File: src/rtl/pse_pkg.sv
// shared constants and controller/datapath interface types for the prime sieve engine
`timescale 1ns / 1ps

package pse_pkg;

  localparam int VALUE_W  = 16;  // width of numbers, limit and prime
  localparam int CURSOR_W = 17;  // cursor may sit one past 65535
  localparam int ROW_W    = 16;  // marks held per bitmap row
  localparam int ROW_BITS = 4;   // log2 of ROW_W
  localparam int SQ_W     = 2 * VALUE_W;

  localparam logic [CURSOR_W-1:0] FIRST_CANDIDATE = CURSOR_W'(2);
  localparam logic [VALUE_W-1:0]  LIMIT_RESET     = VALUE_W'(100);

  // commands from controller to datapath
  typedef struct packed {
    logic clr_start;
    logic clr_step;
    logic cursor_init;
    logic scan_rd;
    logic scan_chk;
    logic sq_calc;
    logic mark_start;
    logic mark_rd;
    logic mark_wr;
    logic out_load;
    logic out_found;
  } ctrl_cmd_t;

  // status from datapath to controller
  typedef struct packed {
    logic clr_last;
    logic cur_gt_lim;
    logic scan_hit;
    logic sq_le_lim;
    logic j_le_lim;
    logic out_free;
  } dp_status_t;

endpackage

File: src/rtl/pse_ctrl.sv
// sequencing state machine for clear, scan, square and strike phases
`timescale 1ns / 1ps

module pse_ctrl (
  input  logic                clk,
  input  logic                rst_n,
  input  logic                in_valid,
  input  logic                in_restart,
  output logic                in_stall,
  input  pse_pkg::dp_status_t status,
  output pse_pkg::ctrl_cmd_t  cmd
);

  typedef enum logic [3:0] {
    S_CLEAR,
    S_IDLE,
    S_SCAN_RD,
    S_SCAN_CHK,
    S_SQ,
    S_MARK_INIT,
    S_MARK_RD,
    S_MARK_WR,
    S_DONE_HIT,
    S_DONE_MISS
  } state_t;

  state_t state_r, state_nxt;
  logic   scan_after_r, scan_after_nxt;

  assign in_stall = (state_r != S_IDLE);

  always_comb begin
    cmd            = '0;
    state_nxt      = state_r;
    scan_after_nxt = scan_after_r;
    case (state_r)
      S_IDLE: begin
        if (in_valid) begin
          if (in_restart) begin
            cmd.clr_start   = 1'b1;
            cmd.cursor_init = 1'b1;
            scan_after_nxt  = 1'b1;
            state_nxt       = S_CLEAR;
          end else begin
            state_nxt = S_SCAN_RD;
          end
        end
      end
      S_CLEAR: begin
        cmd.clr_step = 1'b1;
        if (status.clr_last) begin
          state_nxt      = scan_after_r ? S_SCAN_RD : S_IDLE;
          scan_after_nxt = 1'b0;
        end
      end
      S_SCAN_RD: begin
        if (status.cur_gt_lim) begin
          state_nxt = S_DONE_MISS;
        end else begin
          cmd.scan_rd = 1'b1;
          state_nxt   = S_SCAN_CHK;
        end
      end
      S_SCAN_CHK: begin
        cmd.scan_chk = 1'b1;
        state_nxt    = status.scan_hit ? S_SQ : S_SCAN_RD;
      end
      S_SQ: begin
        cmd.sq_calc = 1'b1;
        state_nxt   = S_MARK_INIT;
      end
      S_MARK_INIT: begin
        if (status.sq_le_lim) begin
          cmd.mark_start = 1'b1;
          state_nxt      = S_MARK_RD;
        end else begin
          state_nxt = S_DONE_HIT;
        end
      end
      S_MARK_RD: begin
        if (status.j_le_lim) begin
          cmd.mark_rd = 1'b1;
          state_nxt   = S_MARK_WR;
        end else begin
          state_nxt = S_DONE_HIT;
        end
      end
      S_MARK_WR: begin
        cmd.mark_wr = 1'b1;
        state_nxt   = S_MARK_RD;
      end
      S_DONE_HIT: begin
        if (status.out_free) begin
          cmd.out_load  = 1'b1;
          cmd.out_found = 1'b1;
          state_nxt     = S_IDLE;
        end
      end
      S_DONE_MISS: begin
        if (status.out_free) begin
          cmd.out_load = 1'b1;
          state_nxt    = S_IDLE;
        end
      end
      default: begin
        state_nxt = S_IDLE;
      end
    endcase
  end

  always_ff @(posedge clk) begin
    if (!rst_n) begin
      state_r      <= S_CLEAR;
      scan_after_r <= 1'b0;
    end else begin
      state_r      <= state_nxt;
      scan_after_r <= scan_after_nxt;
    end
  end

endmodule

File: config.mk
export PLATFORM = sky130hd
export DESIGN_NAME = pse_ctrl
export DESIGN_NICKNAME = d
export VERILOG_FILES = /design/src/rtl/pse_pkg.sv /design/src/rtl/pse_ctrl.sv
export SDC_FILE = /design/constraint.sdc
export NUM_CORES = 1
export LEC_CHECK = 0
export ABC_AREA = 1
export ABC_CLOCK_PERIOD_IN_PS = 1300
export BUFFER_PORTS_ARGS = -buffer_cell sky130_fd_sc_hd__buf_2
export CAP_MARGIN = 0
export CORE_AREA = 2 2 39 41
export CTS_CLUSTER_SIZE = 12
export DETAILED_ROUTE_END_ITERATION = 16
export DIE_AREA = 0 0 41 43
export PLACE_DENSITY = 0.74
export SYNTH_ARGS = -nofsm -noshare
export SYNTH_HDL_FRONTEND = slang
export SYNTH_SLANG_ARGS = --single-unit
File: constraint.sdc
create_clock -name clk -period 1.3 [get_ports clk]
set_clock_uncertainty 0.2 [all_clocks]
set_input_delay 0.13 -clock clk [delete_from_list [all_inputs] [get_ports clk]]
set_output_delay 0.13 -clock clk [all_outputs]
set_load 0.01 [all_outputs]
==> results by group <==
Outcome
  • Status: finished, violations left
  • Failing checks: setup timing

Global route
  • Antenna violations before repair: 0
  • First-pass GRT wire length: 2.304 mm
  • Largest net degree at the start of global routing: 8
  • Total global routing overflow: 0
  • GRT Overall Usage: roughly a fifth
  • Vias in the first global route: 583

Yosys
  • Net Count, Synth: 94
  • Register bit total from synthesis: 5
  • Synth Warn #: 0
  • Post-synth EDFFs: 0
  • Post-Synth Simple-Gate Area: 52.78%
  • Adder-cell share of the synthesized area: 0%
  • Synth unique cells: 17
  • Synth Area in Compound Gates: around 7.3%
  • Ys async rst share: 0%
  • Syn Std Cell Area: 495.5 um2
  • Post-synthesis mux area share: 0%
  • Sequential area share after synthesis: 20.20%
  • Main combinational cell family by area after synthesis: simple AND/OR/NAND/NOR gates
  • Synth area leaders: dfxtp_1 (20%), inv_1 (14%), nand2_1 (8.3%)
  • Post-synth top flop: dfxtp_1
  • Cell taking the most area after synthesis: dfxtp_1
  • Post-synthesis xor/xnor area fraction: 0%
  • Mapped Cells: 84
  • Post-synth top area share: 20.20%
  • Syn Area/Cell: 5.899 um2

Timing
  • Max-slew violations: 0
  • Final hold violations: 0
  • RSZ-0062 raised after global routing: true
  • Worst slew pin tran: around 210 ps
  • Setup WS post-layout: -200.5 ps
  • WHS: 14.56 ps
  • Final-report setup violation count: 17
  • Slew HR: 86.18%
  • Peak Freq: 666.4 MHz
  • Tmin final: 1500 ps
  • Final critical-path share of the clock period: 115.4%

Drt
  • Detail Route Antenna Nets: 0
  • Routed WL per cell: 10.97 um
  • Number of DRC markers in iteration 0: 16
  • Vias per cell: 4.710
  • Residual DRC count: 0
  • Initial DRT Pass Iterations: 4
  • Final wirelength: approximately 1.5 mm
  • Routed via count: 650

Setup path
  • Critical path origin: state_r[1]
  • Reg2Reg Depth: 9
  • Critical Path RT: 970 ps
  • CP Cell Sequence: inv_6 -> nand2_2 -> nor2_4 -> nand3_2 -> inv_2 -> buf_6
  • Crit-path slowest cell: dfxtp_4
  • Slowest Stage Delay on Critical Path: about 380 ps
  • Crit end category: output port
  • R2r setup slk: -140 ps
  • WP data arrival: 1170 ps
  • Reg2reg end: state_r[1]
  • Worst setup SP type: flip-flop
  • Crit Path Max Fanout: 6
  • Crit path kind: reg -> out
  • Worst reg2reg path startpoint: state_r[3]
  • Setup crit end: cmd[8]

Place
  • Post-Place Cells: 123
  • Port bufs: 21
  • Placer Congestion: 0.8724
  • Setup WS pre-CTS: -97.65 ps
  • DP HPWL: around 980 um

Run
  • Max-Cap Viols: 0

Floorplan
  • Starting Density: 35.80%
  • Num ports: 22
  • Die W: 41 um
  • Core box area: 1384 um2
  • Die Area: 1763 um2
  • Standard-cell rows: 14
  • Die H: roughly 43 um

Power and ir drop
  • Comb pwr share: 50.9%
  • Tot Pwr: 789.6 uW
  • Maximum VDD drop: 0.6105 mV
  • NetSw: 318.7 uW
  • Clock share of power: 21.7%
  • Sw frac: approximately two fifths
  • Internal power: 470.9 uW
  • Sequential share of power: 27.4%
  • Pleak: between 0.0004 and 0.0005 uW
  • P per Cell Area: 872.9 nW/um2

Final layout
  • Most frequent cells in the layout: inv_1 (15), buf_2 (15), buf_6 (9), buf_4 (9)
  • Final nets: 133
  • Cell Count, Final, Fillers Out: 138
  • Ratio of cells with drive above 1 in the final layout: 60.66%
  • Final design utilization: 65.37%
  • Filler instances: 119
  • Area Overhead vs Synth: 82.58%
  • Diode count: 0

Clock network
  • Root Driver: clkbuf_4
  • H-tree depth: 1
  • CTS tree: done
  • Clock sink count: 5
  • Clock Pin Slew Worst Setup and Hold Paths: around 40 ps
  • Total CTS buffers: 3
  • Clk Latency, worst-skew pair: 230 ps
  • CTS max path bufs: 2

Worst hold path
  • Worst min-delay path category: in -> reg
  • Hold Crit Start: status[4]
synth_stat cells (2+ instances only):
cell type	n
inv_2	6
o21ai_1	3
nand2_1	11
o211ai_1	2
nand2_2	4
dfxtp_1	5
inv_1	18
nand3_1	8
nor2_4	2
nand3b_1	3
nand3_2	3
nor2_1	10
nor2_2	5
through the flow:
| stage | area, um2 | TNS (ps) |
|---|---|---|
| 6_report | 904.6 | -1982 |
| 5_1_grt | 904.6 | -3380 |
| 4_1_cts | 833.3 | -2068 |
| 3_5_place_dp | 635.6 | -422.0 |
| 3_3_place_gp | 635.6 | -330.3 |
| 2_1_floorplan | 495.5 | 0 |
layer usage:
layer,share of wire (%),routed length [um],vias to the layer above,global-route usage (%)
met2,54,822,32,30.00
met5,0,0,-,0
met3,7.8,118,2,8.377
met1,37,562,283,22.83
met4,0.66,10,0,6.667
li1,-,-,333,-
final cells by class:
| type | instances | area, um2 | area share, % |
|---|---|---|---|
| multi-input combinational | 54 | 374.1 | 41.36 |
| timing repair buffer | 35 | 274.0 | 30.29 |
| sequential | 5 | 115.1 | 12.72 |
| inverter | 24 | 95.09 | 10.51 |
| clock buffer | 4 | 26.28 | 2.905 |
| tap | 16 | 20.02 | 2.213 |
how the worst min path moves through the flow:
stage | to | slack [ps] | depth (start not counted)
after floorplan | state_r[2] | 40 | 2
after global placement | state_r[2] | 180 | 3
after CTS | state_r[3] | 0.9 | 3
after detailed placement | state_r[2] | 190 | 3
after global routing | state_r[3] | 2 | 3
final | state_r[3] | 10 | 3
logic make-up (layout without fill, tap and decap cells):
| family | count (synthesis) | after routing |
|---|---|---|
| AO/OA/AOI/OAI | 6 | 6 |
| AND/OR/NAND/NOR | 48 | 48 |
| buffers and inverters | 25 | 63 |
| flip-flops | 5 | 5 |
power by group through the flow:
stage	sequential (uW)	combinational [uW]	clock, uW
after global routing	222	441	209
after global placement	201	295	0
after CTS	206	356	182
final	217	402	171
after detailed placement	202	297	0
after floorplan	196	206	0
critical path, delay by kind of cell, from the launching register on:
kind | cells | cell delay [ps]
buffers and inverters | 3 | 270
and+or+nand+nor | 3 | 270
DFF | 1 | 380
state kept, by name (all words and copies together) (netlist names):
register	cells
state_r	4
scan_after_r	1
what timing repair did:
action	4_1_cts	5_1_grt
pin swaps	8	8
hold buffers	1	0
endpoints found under the hold margin	5	0
setup buffers	9	1
setup endpoints to repair	17	17
gates resized for setup	22	18
gates cloned	0	0
Power figures use the tool's default switching activity.
